**config.mk**
```make
export PLATFORM = sky130hd
export DESIGN_NAME = utf8_name_hash_seed
export DESIGN_NICKNAME = d
export VERILOG_FILES = /design/src/rtl/u8hs_pkg.sv /design/src/rtl/u8hs_front.sv /design/src/rtl/u8hs_fifo.sv /design/src/rtl/u8hs_back.sv /design/src/rtl/utf8_name_hash_seed.sv
export VERILOG_INCLUDE_DIRS = /design/src /design/src/rtl
export SDC_FILE = /design/constraint.sdc
export NUM_CORES = 1
export LEC_CHECK = 0
export BUFFER_PORTS_ARGS = -buffer_cell sky130_fd_sc_hd__buf_4
export CORE_UTILIZATION = 68
export CTS_CLUSTER_SIZE = 28
export DETAILED_ROUTE_END_ITERATION = 10
export PLACE_DENSITY = 0.87
export RECOVER_POWER = 50
export SYNTH_ARGS = -nofsm -noshare
export SYNTH_HDL_FRONTEND = slang
export SYNTH_SLANG_ARGS = --single-unit
```
**constraint.sdc**
```tcl
create_clock -name clk -period 19.62 [get_ports clk]
set_input_delay 2.943 -clock clk [delete_from_list [all_inputs] [get_ports clk]]
set_output_delay 2.943 -clock clk [all_outputs]
set_load 0.005 [all_outputs]
```
**src/rtl/utf8_name_hash_seed_defines.svh**
```systemverilog
// Assertion macros shared by the RTL files that carry checks.
// Each macro expects clk and rst_n in scope.
`ifndef UTF8_NAME_HASH_SEED_DEFINES_SVH
`define UTF8_NAME_HASH_SEED_DEFINES_SVH

// Consequent must hold in the same cycle as the antecedent.
`define U8HS_ASSERT_NOW(lbl, ante, cons, msg) \
  lbl: assert property (@(posedge clk) disable iff (!rst_n) (ante) |-> (cons)) \
    else $error(msg);

// Consequent must hold in the cycle after the antecedent.
`define U8HS_ASSERT_NEXT(lbl, ante, cons, msg) \
  lbl: assert property (@(posedge clk) disable iff (!rst_n) (ante) |=> (cons)) \
    else $error(msg);

`endif

```
**src/rtl/u8hs_pkg.sv**
```systemverilog
package u8hs_pkg;

  localparam logic [31:0] FNV_BASIS     = 32'h811c9dc5;
  localparam logic [31:0] FNV_PRIME     = 32'h01000193;
  localparam logic [31:0] MIX_K1        = 32'h7feb352d;
  localparam logic [31:0] MIX_K2        = 32'h846ca68b;
  localparam logic [31:0] SEED_FALLBACK = 32'h6d2b79f5;

  // Queue between decoder and hash engine; depth must be a power of two.
  localparam int QDEPTH = 4;
  localparam int QAW    = $clog2(QDEPTH);
  localparam int QCW    = $clog2(QDEPTH + 1);

  // Configuration address: one 32-bit register, word index in paddr[2].
  localparam int CFG_AW = 3;
  localparam logic [CFG_AW-3:0] REG_ROOT_SEED = '0;

  typedef enum logic [1:0] {
    ST_OK      = 2'd0,
    ST_BLANK   = 2'd1,
    ST_INVALID = 2'd2
  } status_t;

  typedef struct packed {
    logic [7:0] name_byte;
    logic       last_byte;
    logic       no_byte;
  } in_item_t;

  typedef struct packed {
    status_t     status;
    logic [31:0] name_hash;
    logic [31:0] stream_seed;
  } out_item_t;

  // One decoded item: up to two UTF-16 units, and optionally the end of name.
  typedef struct packed {
    logic        has_unit;
    logic        pair;
    logic [15:0] unit_a;
    logic [15:0] unit_b;
    logic        is_end;
    status_t     status;
  } q_entry_t;

  // Queue status seen by the two sides.
  typedef struct packed {
    logic full;
    logic nonempty;
  } q_stat_t;

  typedef enum logic [2:0] {
    B_IDLE,
    B_UNIT2,
    B_END,
    B_MIX2,
    B_FIN
  } back_state_t;

endpackage

```
**src/rtl/u8hs_front.sv**
```systemverilog
module u8hs_front import u8hs_pkg::*; (
  input  logic     clk,
  input  logic     rst_n,
  input  logic     in_valid,
  output logic     in_stall,
  input  in_item_t in_data,
  input  q_stat_t  q_stat,
  output logic     q_push,
  output q_entry_t q_entry
);

  logic [20:0] partial_r, partial_nxt;
  logic [1:0]  remain_r, remain_nxt;
  logic [1:0]  minc_r, minc_nxt;
  logic        nontrim_r, nontrim_nxt;
  logic        err_r, err_nxt;
  logic        accept;
  q_entry_t    ent;

  function automatic logic is_trim(input logic [20:0] cp);
    logic hit;
    hit = (cp >= 21'h000009 && cp <= 21'h00000d) ||
          (cp >= 21'h002000 && cp <= 21'h00200a) ||
          cp == 21'h000020 || cp == 21'h0000a0 || cp == 21'h001680 ||
          cp == 21'h002028 || cp == 21'h002029 || cp == 21'h00202f ||
          cp == 21'h00205f || cp == 21'h003000 || cp == 21'h00feff;
    return hit;
  endfunction

  assign accept   = in_valid && !q_stat.full;
  assign in_stall = q_stat.full;

  always_comb begin
    logic [7:0]  b;
    logic [20:0] cp;
    logic [20:0] pcat;
    logic [20:0] sdiff;
    logic [20:0] minv;
    logic        fin;
    logic        bad_end;

    b           = in_data.name_byte;
    cp          = '0;
    pcat        = '0;
    sdiff       = '0;
    minv        = '0;
    fin         = 1'b0;
    bad_end     = 1'b0;
    partial_nxt = partial_r;
    remain_nxt  = remain_r;
    minc_nxt    = minc_r;
    nontrim_nxt = nontrim_r;
    err_nxt     = err_r;
    ent         = '0;
    ent.status  = ST_OK;

    if (accept) begin
      if (!in_data.no_byte && !err_r) begin
        if (remain_r == 2'd0) begin
          if (b[7] == 1'b0) begin
            fin = 1'b1;
            cp  = {13'b0, b};
          end else if (b[7:5] == 3'b110) begin
            partial_nxt = {16'b0, b[4:0]};
            remain_nxt  = 2'd1;
            minc_nxt    = 2'd1;
          end else if (b[7:4] == 4'b1110) begin
            partial_nxt = {17'b0, b[3:0]};
            remain_nxt  = 2'd2;
            minc_nxt    = 2'd2;
          end else if (b[7:3] == 5'b11110) begin
            partial_nxt = {18'b0, b[2:0]};
            remain_nxt  = 2'd3;
            minc_nxt    = 2'd3;
          end else begin
            err_nxt = 1'b1;
          end
        end else if (b[7:6] != 2'b10) begin
          err_nxt = 1'b1;
        end else begin
          pcat        = {partial_r[14:0], b[5:0]};
          partial_nxt = pcat;
          remain_nxt  = remain_r - 2'd1;
          if (remain_r == 2'd1) begin
            case (minc_r)
              2'd1:    minv = 21'h000080;
              2'd2:    minv = 21'h000800;
              default: minv = 21'h010000;
            endcase
            // Reject overlong forms, values past the last plane and surrogates.
            if (pcat < minv || pcat > 21'h10ffff ||
                (pcat >= 21'h00d800 && pcat <= 21'h00dfff)) begin
              err_nxt = 1'b1;
            end else begin
              fin = 1'b1;
              cp  = pcat;
            end
            partial_nxt = '0;
            minc_nxt    = 2'd0;
          end
        end
      end

      if (fin) begin
        if (!is_trim(cp)) begin
          nontrim_nxt = 1'b1;
        end
        ent.has_unit = 1'b1;
        if (cp <= 21'h00ffff) begin
          ent.unit_a = cp[15:0];
        end else begin
          // Split into a high and a low surrogate.
          sdiff      = cp - 21'h010000;
          ent.pair   = 1'b1;
          ent.unit_a = {6'b110110, sdiff[19:10]};
          ent.unit_b = {6'b110111, sdiff[9:0]};
        end
      end

      if (in_data.no_byte || in_data.last_byte) begin
        bad_end    = err_nxt || (remain_nxt != 2'd0);
        ent.is_end = 1'b1;
        if (bad_end) begin
          ent.status = ST_INVALID;
        end else if (!nontrim_nxt) begin
          ent.status = ST_BLANK;
        end else begin
          ent.status = ST_OK;
        end
        partial_nxt = '0;
        remain_nxt  = 2'd0;
        minc_nxt    = 2'd0;
        nontrim_nxt = 1'b0;
        err_nxt     = 1'b0;
      end
    end
  end

  assign q_push  = accept && (ent.has_unit || ent.is_end);
  assign q_entry = ent;

  always_ff @(posedge clk) begin
    if (!rst_n) begin
      partial_r <= '0;
      remain_r  <= 2'd0;
      minc_r    <= 2'd0;
      nontrim_r <= 1'b0;
      err_r     <= 1'b0;
    end else begin
      partial_r <= partial_nxt;
      remain_r  <= remain_nxt;
      minc_r    <= minc_nxt;
      nontrim_r <= nontrim_nxt;
      err_r     <= err_nxt;
    end
  end

endmodule

```
**src/rtl/u8hs_fifo.sv**
```systemverilog
`include "utf8_name_hash_seed_defines.svh"

module u8hs_fifo import u8hs_pkg::*; (
  input  logic     clk,
  input  logic     rst_n,
  input  logic     q_push,
  input  q_entry_t q_entry,
  input  logic     q_pop,
  output q_entry_t q_head,
  output q_stat_t  q_stat
);

  q_entry_t           q_mem_r [QDEPTH];
  logic [QAW-1:0]     wr_ptr_r, wr_ptr_nxt;
  logic [QAW-1:0]     rd_ptr_r, rd_ptr_nxt;
  logic [QCW-1:0]     count_r, count_nxt;

  assign q_head          = q_mem_r[rd_ptr_r];
  assign q_stat.full     = (count_r == QCW'(QDEPTH));
  assign q_stat.nonempty = (count_r != '0);

  always_comb begin
    wr_ptr_nxt = q_push ? wr_ptr_r + QAW'(1) : wr_ptr_r;
    rd_ptr_nxt = q_pop ? rd_ptr_r + QAW'(1) : rd_ptr_r;
    count_nxt  = count_r;
    if (q_push && !q_pop) begin
      count_nxt = count_r + QCW'(1);
    end else if (q_pop && !q_push) begin
      count_nxt = count_r - QCW'(1);
    end
  end

  always_ff @(posedge clk) begin
    if (q_push) begin
      q_mem_r[wr_ptr_r] <= q_entry;
    end
  end

  always_ff @(posedge clk) begin
    if (!rst_n) begin
      wr_ptr_r <= '0;
      rd_ptr_r <= '0;
      count_r  <= '0;
    end else begin
      wr_ptr_r <= wr_ptr_nxt;
      rd_ptr_r <= rd_ptr_nxt;
      count_r  <= count_nxt;
    end
  end

  `U8HS_ASSERT_NOW(a_q_no_overflow, q_push, !q_stat.full, "push into full queue")
  `U8HS_ASSERT_NOW(a_q_no_underflow, q_pop, q_stat.nonempty, "pop from empty queue")

endmodule

```
**src/rtl/u8hs_back.sv**
```systemverilog
`include "utf8_name_hash_seed_defines.svh"

module u8hs_back import u8hs_pkg::*; (
  input  logic        clk,
  input  logic        rst_n,
  input  q_entry_t    q_head,
  input  q_stat_t     q_stat,
  output logic        q_pop,
  input  logic [31:0] root_seed,
  output logic        out_valid,
  input  logic        out_stall,
  output out_item_t   out_data
);

  back_state_t state_r, state_nxt;
  q_entry_t    e_r;
  logic [31:0] hash_r, hash_nxt;
  logic [31:0] mix_r;
  logic        out_valid_r, out_valid_nxt;
  out_item_t   out_data_r, out_data_nxt;

  logic        out_free;
  logic        hash_load;
  logic        mix_load;
  logic        out_load;
  logic [31:0] mul_a;
  logic [31:0] mul_k;
  logic [31:0] prod;
  logic [31:0] seed_x;
  logic [31:0] fin_y;

  assign out_free = !out_valid_r || !out_stall;

  // Next state.
  always_comb begin
    state_nxt = state_r;
    case (state_r)
      B_IDLE: begin
        if (q_stat.nonempty) begin
          if (q_head.has_unit && q_head.pair) begin
            state_nxt = B_UNIT2;
          end else if (q_head.is_end) begin
            state_nxt = B_END;
          end
        end
      end
      B_UNIT2: begin
        state_nxt = e_r.is_end ? B_END : B_IDLE;
      end
      B_END: begin
        if (e_r.status == ST_OK) begin
          state_nxt = B_MIX2;
        end else if (out_free) begin
          state_nxt = B_IDLE;
        end
      end
      B_MIX2: begin
        state_nxt = B_FIN;
      end
      B_FIN: begin
        if (out_free) begin
          state_nxt = B_IDLE;
        end
      end
      default: begin
        state_nxt = B_IDLE;
      end
    endcase
  end

  // Datapath control; one shared multiplier serves hashing and mixing.
  always_comb begin
    q_pop     = 1'b0;
    hash_load = 1'b0;
    mix_load  = 1'b0;
    out_load  = 1'b0;
    mul_a     = hash_r;
    mul_k     = FNV_PRIME;
    seed_x    = root_seed ^ hash_r;
    case (state_r)
      B_IDLE: begin
        q_pop     = q_stat.nonempty;
        hash_load = q_stat.nonempty && q_head.has_unit;
        mul_a     = hash_r ^ {16'b0, q_head.unit_a};
      end
      B_UNIT2: begin
        hash_load = 1'b1;
        mul_a     = hash_r ^ {16'b0, e_r.unit_b};
      end
      B_END: begin
        if (e_r.status == ST_OK) begin
          mix_load = 1'b1;
          mul_a    = seed_x ^ (seed_x >> 16);
          mul_k    = MIX_K1;
        end else begin
          out_load = out_free;
        end
      end
      B_MIX2: begin
        mix_load = 1'b1;
        mul_a    = mix_r ^ (mix_r >> 15);
        mul_k    = MIX_K2;
      end
      B_FIN: begin
        out_load = out_free;
      end
      default: begin
        q_pop = 1'b0;
      end
    endcase
  end

  assign prod  = 32'(mul_a * mul_k);
  assign fin_y = mix_r ^ (mix_r >> 16);

  always_comb begin
    hash_nxt      = hash_r;
    out_data_nxt  = out_data_r;
    out_valid_nxt = out_valid_r && out_stall;
    if (hash_load) begin
      hash_nxt = prod;
    end
    if (out_load) begin
      out_valid_nxt = 1'b1;
      hash_nxt      = FNV_BASIS;
      if (state_r == B_FIN) begin
        out_data_nxt.status      = ST_OK;
        out_data_nxt.name_hash   = hash_r;
        out_data_nxt.stream_seed = (fin_y == '0) ? SEED_FALLBACK : fin_y;
      end else begin
        out_data_nxt.status      = e_r.status;
        out_data_nxt.name_hash   = '0;
        out_data_nxt.stream_seed = SEED_FALLBACK;
      end
    end
  end

  always_ff @(posedge clk) begin
    if (q_pop) begin
      e_r <= q_head;
    end
    if (mix_load) begin
      mix_r <= prod;
    end
    out_data_r <= out_data_nxt;
  end

  always_ff @(posedge clk) begin
    if (!rst_n) begin
      state_r     <= B_IDLE;
      hash_r      <= FNV_BASIS;
      out_valid_r <= 1'b0;
    end else begin
      state_r     <= state_nxt;
      hash_r      <= hash_nxt;
      out_valid_r <= out_valid_nxt;
    end
  end

  assign out_valid = out_valid_r;
  assign out_data  = out_data_r;

  `U8HS_ASSERT_NOW(a_seed_nonzero, out_valid_r, out_data_r.stream_seed != '0,
    "stream seed is zero")
  `U8HS_ASSERT_NOW(a_fail_fixed, out_valid_r && out_data_r.status != ST_OK,
    out_data_r.name_hash == '0 && out_data_r.stream_seed == SEED_FALLBACK,
    "failed name carries hash or seed")
  `U8HS_ASSERT_NEXT(a_hash_restart, out_load, hash_r == FNV_BASIS,
    "hash not restarted after result")

endmodule

```
**src/rtl/utf8_name_hash_seed.sv**
```systemverilog
// UTF-8 name hash and stream seed.
// Input channel (in_valid/in_stall/in_data): one UTF-8 byte of a name per item;
// last_byte closes the name, and an item with no_byte set closes it with no byte.
// Output channel (out_valid/out_stall/out_data): one item per closed name with
// status (ok, empty/whitespace-only, invalid UTF-8), the FNV-1a 32 hash over the
// UTF-16 units and the stream seed mixed from root_seed xor hash.
// Config port (cfg_*): APB-style, root_seed at byte address 0, pready tied high.
// A decoder takes one byte per cycle, while the queue is not full, into a
// four-entry queue; the hash engine drains it with one multiplier, a unit at a
// time, with a second step (B_UNIT2) when a byte completes a supplementary code
// point. Closing a valid name takes two mix multiplies (B_END, B_MIX2) and the
// final step (B_FIN); any other name is closed in B_END alone.
// in_stall rises only when the queue is full.
// Reset clears the name state, the queue and root_seed; no result is pending.
// While out_stall is high the result holds, the engine waits at its next
// result, and input is still taken until the queue fills.
module utf8_name_hash_seed import u8hs_pkg::*; (
  input  logic              clk,
  input  logic              rst_n,
  input  logic              in_valid,
  output logic              in_stall,
  input  in_item_t          in_data,
  output logic              out_valid,
  input  logic              out_stall,
  output out_item_t         out_data,
  input  logic              cfg_psel,
  input  logic              cfg_penable,
  input  logic              cfg_pwrite,
  input  logic [CFG_AW-1:0] cfg_paddr,
  input  logic [31:0]       cfg_pwdata,
  output logic [31:0]       cfg_prdata,
  output logic              cfg_pready
);

  logic [31:0] root_seed_r, root_seed_nxt;
  logic        cfg_hit;
  logic        q_push;
  logic        q_pop;
  q_entry_t    q_entry;
  q_entry_t    q_head;
  q_stat_t     q_stat;

  assign cfg_pready = 1'b1;
  assign cfg_hit    = (cfg_paddr[CFG_AW-1:2] == REG_ROOT_SEED);
  assign cfg_prdata = cfg_hit ? root_seed_r : '0;

  always_comb begin
    root_seed_nxt = root_seed_r;
    if (cfg_psel && cfg_penable && cfg_pwrite && cfg_pready && cfg_hit) begin
      root_seed_nxt = cfg_pwdata;
    end
  end

  always_ff @(posedge clk) begin
    if (!rst_n) begin
      root_seed_r <= '0;
    end else begin
      root_seed_r <= root_seed_nxt;
    end
  end

  u8hs_front u_front (
    .clk      (clk),
    .rst_n    (rst_n),
    .in_valid (in_valid),
    .in_stall (in_stall),
    .in_data  (in_data),
    .q_stat   (q_stat),
    .q_push   (q_push),
    .q_entry  (q_entry)
  );

  u8hs_fifo u_fifo (
    .clk     (clk),
    .rst_n   (rst_n),
    .q_push  (q_push),
    .q_entry (q_entry),
    .q_pop   (q_pop),
    .q_head  (q_head),
    .q_stat  (q_stat)
  );

  u8hs_back u_back (
    .clk       (clk),
    .rst_n     (rst_n),
    .q_head    (q_head),
    .q_stat    (q_stat),
    .q_pop     (q_pop),
    .root_seed (root_seed_r),
    .out_valid (out_valid),
    .out_stall (out_stall),
    .out_data  (out_data)
  );

endmodule
```
==> Word level (Yosys, flattened, before mapping) <==
Memory sizes are Yosys's and may differ from the RTL's. A register that Yosys moved wholly into a read port is not among the register bits.
Cells that the tools add are included.
{ "word_totals": {"wordCells": 217, "output_inout_bits": 101, "mem_count": 1, "inputBits": 52, "mem_bits_rw": 148, "regBits": 213} }
{ "memory_table": {"columns": ["name", "depth", "width", "rd", "rd_clocked_by_memory_dff", "write_ports", "line_no", "rtl"], "rows": [
  ["u_fifo.q_mem_r", 4, 37, 1, 1, 1, "u8hs_fifo.sv:13", "q_entry_t q_mem_r [QDEPTH];"]
]} }
{ "classes": {"mul": 1, "n_eq_ne": 26, "muxes": 95, "addsub": 6, "n_reduce_logical": 51, "order_cmp": 9, "bitwise": 9} }
{ "op_table": {"columns": ["cell", "n"], "rows": [
  ["$mux W21", 11],
  ["$mux W15", 9],
  ["$pmux W32 S4", 1],
  ["$xor A32 B16 Y32", 4],
  ["$eq A21 B14 Y1 const B", 5],
  ["$mux W32", 2],
  ["$pmux W32 S2", 1],
  ["$mux W2", 22],
  ["$le A21 B16 Y1 const B", 2],
  ["$mux W37", 1],
  ["$mux W34", 1],
  ["$pmux W17 S2", 1],
  ["$logic_not A32 Y1", 1],
  ["$mul A32 B32 Y32", 1],
  ["$mux W16", 2],
  ["$xor A32 B17 Y32", 1],
  ["$xor A32 B32 Y32", 1],
  ["$mux W31", 1],
  ["$mux W1", 30],
  ["$mux W3", 8],
  ["$eq A21 B13 Y1 const B", 1],
  ["$eq A21 B16 Y1 const B", 1],
  ["$eq A21 B6 Y1 const B", 1],
  ["$eq A21 B8 Y1 const B", 1],
  ["40 further kinds", 88]
]} }

==> Logic depth before layout (Yosys ltp) <==
{ "depth": {"depth_word": 41, "mapped_depth": 37, "ltp_nobuf": 35} }

==> Hierarchy <==
From an unflattened synthesis, not the netlist that was laid out.
{ "hier_totals": {"cells_unflattened": 2786, "area_unflattened_um2": 29978.8} }
{ "modules_own_cells": {"columns": ["module", "area_each_um2", "cells_each", "seq_area_each_um2", "instances"], "rows": [
  ["u8hs_back", 20354.5, 2038, 4234.1, 1],
  ["u8hs_fifo", 5841.9, 236, 4624.4, 1],
  ["u8hs_front", 2244.7, 335, 420.4, 1],
  ["utf8_name_hash_seed", 1537.7, 177, 640.6, 1]
]} }

==> Least setup slack after synthesis <==
Ideal clock, no wire load.
{ "synth_path": {"kind": "reg-to-reg", "from": "register (tool-made name)", "to": "register u_back.hash_r[31]", "t_arrival_ps": 8738, "required_ps": 19500, "stages_incl_launch_ff": 30, "path_slack_ps": 10762, "setup_ps": 120, "path_buffers": 2, "synth_period_minus_slack_ps": 8858, "cell_sequence": "dfxtp_1 buf_4 buf_1 mux4_2 mux2i_1 nand2_1 nand2_1 a22oi_1 nor2_1 inv_1 fa_1 fa_1 inv_1 fa_1 fa_1 inv_1 fa_1 fa_1 fa_1 fa_1 xor2_1 xnor2_1 xnor2_1 xnor2_1 xnor2_1 xnor3_1 xnor3_1 xnor3_1 xnor2_1 a211o_1"} }
{ "synth_rtl": {"columns": ["item", "line_no", "rtl"], "rows": [
  ["end signal: assignment", "u8hs_back.sv:155", "hash_r <= hash_nxt;"],
  ["end: declaration", "u8hs_back.sv:17", "logic [31:0] hash_r, hash_nxt;"]
]} }

==> results.py <==
metrics = {
    "status": {
        "status": "complete, but fails checks",
        "violations": "max-capacitance violations, max-slew violations",
    },
    "sta": {
        "period_share": 0.649,
        "setup_tns_ps": 0,
        "finalSetupViolations": 0,
        "max_freq_ghz": 0.0786,
        "rsz0062_at_grt": "false",
        "drv_slew": 284,
        "period_minus_slack_ps": 12730,
        "worstMarginPinSlew_ps": 3450,
        "slew_headroom": -1.30,
        "worst_hold_slack_ps": 514,
        "finClkSkew_ps": 19.2,
        "hold_viol": 0,
    },
    "cells_and_area": {
        "multi_input_area_um2": 17000,
        "layout.area.seq_um2": 9050,
        "antenna_cells": 0,
        "syn2layout_area_growth_pct": 9.86,
        "layout.cells.non_filler": 3346,
        "fill_cells": 2755,
        "drive_above_1_share": 0.0956,
        "fin_nets": 3372,
        "final_util": 0.758,
    },
    "synth": {
        "synth-main-ff-cell": "edfxtp_1",
        "syn_area_per_cell_um2": 10.6,
        "yosysSeqAreaShare": 0.320,
        "async_flop_share": 0,
        "ys_seq_elements": 334,
        "synth_cell_types": 76,
        "synthesis.area_um2": 28200,
        "synth.net_count": 3247,
        "syn_inst": 2663,
        "ys_warn_count": 0,
        "synth_enable_flop_cells": 236,
    },
    "clocking": {
        "clk_path_buf_depth": 3,
        "postCtsSetupBuffers": 0,
        "numCtsBuffers": 35,
        "cts_hold_buf": 0,
        "clock_latency_ps": 540,
        "cts_tree": "yes",
        "path_clk_slew_ps": 60,
        "clock_sinks": 334,
        "post_cts_resized": 0,
        "h-tree-depth": 2,
        "clockRootBuffer": "clkbuf_16",
    },
    "routing": {
        "routed_wl_um": 87300,
        "ant_nets": 0,
        "drtIter0Drc": 2309,
        "via_per_inst": 6.23,
        "wl_per_cell_um": 26.1,
        "drt_pre_antenna_iters": 6,
        "drc_errors": 0,
        "vias": 20857,
    },
    "place": {
        "dp.cells": 3283,
        "io_buffers": 149,
        "dp_hpwl_um": 68100,
        "gp_congestion": 1.01,
    },
    "worst_setup_path": {
        "cp_slowest_stage_delay_ps": 1860,
        "cpMostUsedCell": "fa_1",
        "crit_path_end_kind": "register",
        "cp_data_required_time_ps": 20050,
        "cp.arrival_ps": 13160,
        "slowest_stage": "clkbuf_1",
        "path_class": "reg2reg",
        "worst_setup_path_start_kind": "register",
        "path_max_fanout": 31,
    },
    "flow_run": {
        "drv_cap": 8,
    },
    "die": {
        "fp.dieW_um": 206,
        "start_util": 0.690,
        "io_pins": 153,
        "rows": 74,
        "die_y_um": 206,
        "die_area_um2": 42400,
        "fp.coreArea_um2": 40900,
    },
    "global_routing": {
        "grt_start_max_net_pins": 68,
        "grt_overflow": 0,
        "antenna_found_initial": 1,
        "first_global_vias": 21576,
        "grt_pass1_wl_um": 131000,
        "grt_usage": 0.430,
    },
    "min_path": {
        "min_from": "u_front.nontrim_r",
        "hold_path.class": "reg2reg",
    },
}
path summary, 6_finish.rpt:
path / to / slack [ps] / cells past startpoint
hold / removal: u_front.nontrim_r / 510 / 1
setup / recovery: u_back.hash_r[31] / 6890 / 32
setup reg to reg: u_back.hash_r[31] / 6890 / 32
hold reg to reg: u_front.nontrim_r / 510 / 1
cell families after synthesis:
kind of cell / count (synthesis) / share of synthesized area
other: 1 / 0.000133
DFF: 334 / 0.320
adders and majority gates: 532 / 0.325
xor gates and xnor gates: 149 / 0.0512
AOI/OAI and AO/OA: 308 / 0.0722
buffers and inverters: 596 / 0.0795
and+or+nand+nor: 690 / 0.119
muxes: 53 / 0.0328
worst max-delay path, delay by kind of cell (launching register included):
family,cells,cell delay (ps)
AO/OA/AOI/OAI,8,3160
XOR/XNOR,1,230
adder cells (fa/ha/maj),9,4560
buffers and inverters,7,2220
flip-flops,1,310
multiplexers,2,1010
AND/OR/NAND/NOR,5,1090
routing by layer:
layer | vias up | share of wire | track usage
met3 | 337 | 0.11 | 0.0985
met2 | 1376 | 0.46 | 0.684
li1 | 8901 | - | -
met5 | - | 0.00010 | 0
met1 | 10241 | 0.35 | 0.536
met4 | 2 | 0.075 | 0.266
Yosys cell counts, drive strengths merged, types with 8 or more instances:
| cell | n | area, um2 |
|---|---|---|
| a211oi | 14 | 105 |
| a21boi | 48 | 360 |
| a21o | 15 | 113 |
| a21oi | 83 | 415 |
| a22oi | 11 | 82.6 |
| and2 | 80 | 500 |
| and3 | 8 | 50.1 |
| buf | 13 | 57.6 |
| clkbuf | 84 | 317 |
| dfxtp | 98 | 1960 |
| edfxtp | 236 | 7090 |
| fa | 336 | 6730 |
| ha | 196 | 2450 |
| inv | 499 | 1870 |
| mux2i | 19 | 190 |
| mux4 | 31 | 702 |
| nand2 | 249 | 935 |
| nand2b | 16 | 100 |
| nand3 | 34 | 170 |
| nand4 | 11 | 68.8 |
| nor2 | 125 | 469 |
| nor2b | 59 | 369 |
| nor3 | 39 | 195 |
| nor3b | 9 | 67.6 |
| nor4 | 14 | 87.6 |
| o21a | 11 | 82.6 |
| o21ai | 53 | 265 |
| or2 | 10 | 62.6 |
| or3 | 10 | 62.6 |
| xnor2 | 98 | 858 |
| xor2 | 41 | 359 |
cells in the final DEF (no fill, tap or decap), types with 15 or more instances in the layout:
master	instances
xnor2_1	98
ha_1	196
edfxtp_1	236
nand2b_1	16
buf_4	107
inv_1	499
o21ai_0	52
clkbuf_1	29
clkbuf_4	55
and2_0	28
nand3_1	34
clkbuf_16	37
a21oi_1	82
mux4_2	30
a21o_1	15
nand2_1	249
nor2b_1	55
and2_1	52
mux2i_1	19
xor2_1	41
nor2_1	124
dfxtp_1	97
fa_1	336
nor3_1	39
a21boi_0	48
area by class of cell:
class	instances	share of cell area
well taps	532	0.0214
flip-flops and latches	334	0.292
repair buffers	185	0.0420
clock buffers	47	0.0323
multi-input cells	1733	0.547
inverters	499	0.0604
clock inverters	16	0.00508
state kept, by name, indices dropped and copies added, names as in the netlist, named ones only:
name	flops
u_fifo.count_r	3
u_back.hash_r	32
u_back.out_data	66
u_front.remain_r	2
u_back.e_r	14
u_fifo.rd_ptr_r	2
root_seed_r	32
u_front.err_r	1
u_front.minc_r	2
u_fifo.wr_ptr_r	2
u_back.state_r	3
u_back.out_valid	1
u_front.nontrim_r	1
u_back.mix_r	32
u_front.partial_r	15
u_fifo.q_mem_r	124
metrics by stage:
stage / cell area, um2 / setup slack, ps
2_1_floorplan: 28200 / 10760
3_3_place_gp: 30000 / 8690
3_5_place_dp: 30000 / 8590
4_1_cts: 31100 / 8500
5_1_grt: 31000 / 6280
6_report: 31000 / 6890
Power is not shown: default switching activity piles up to over one toggle a cycle in this logic, so the estimate is an artifact.
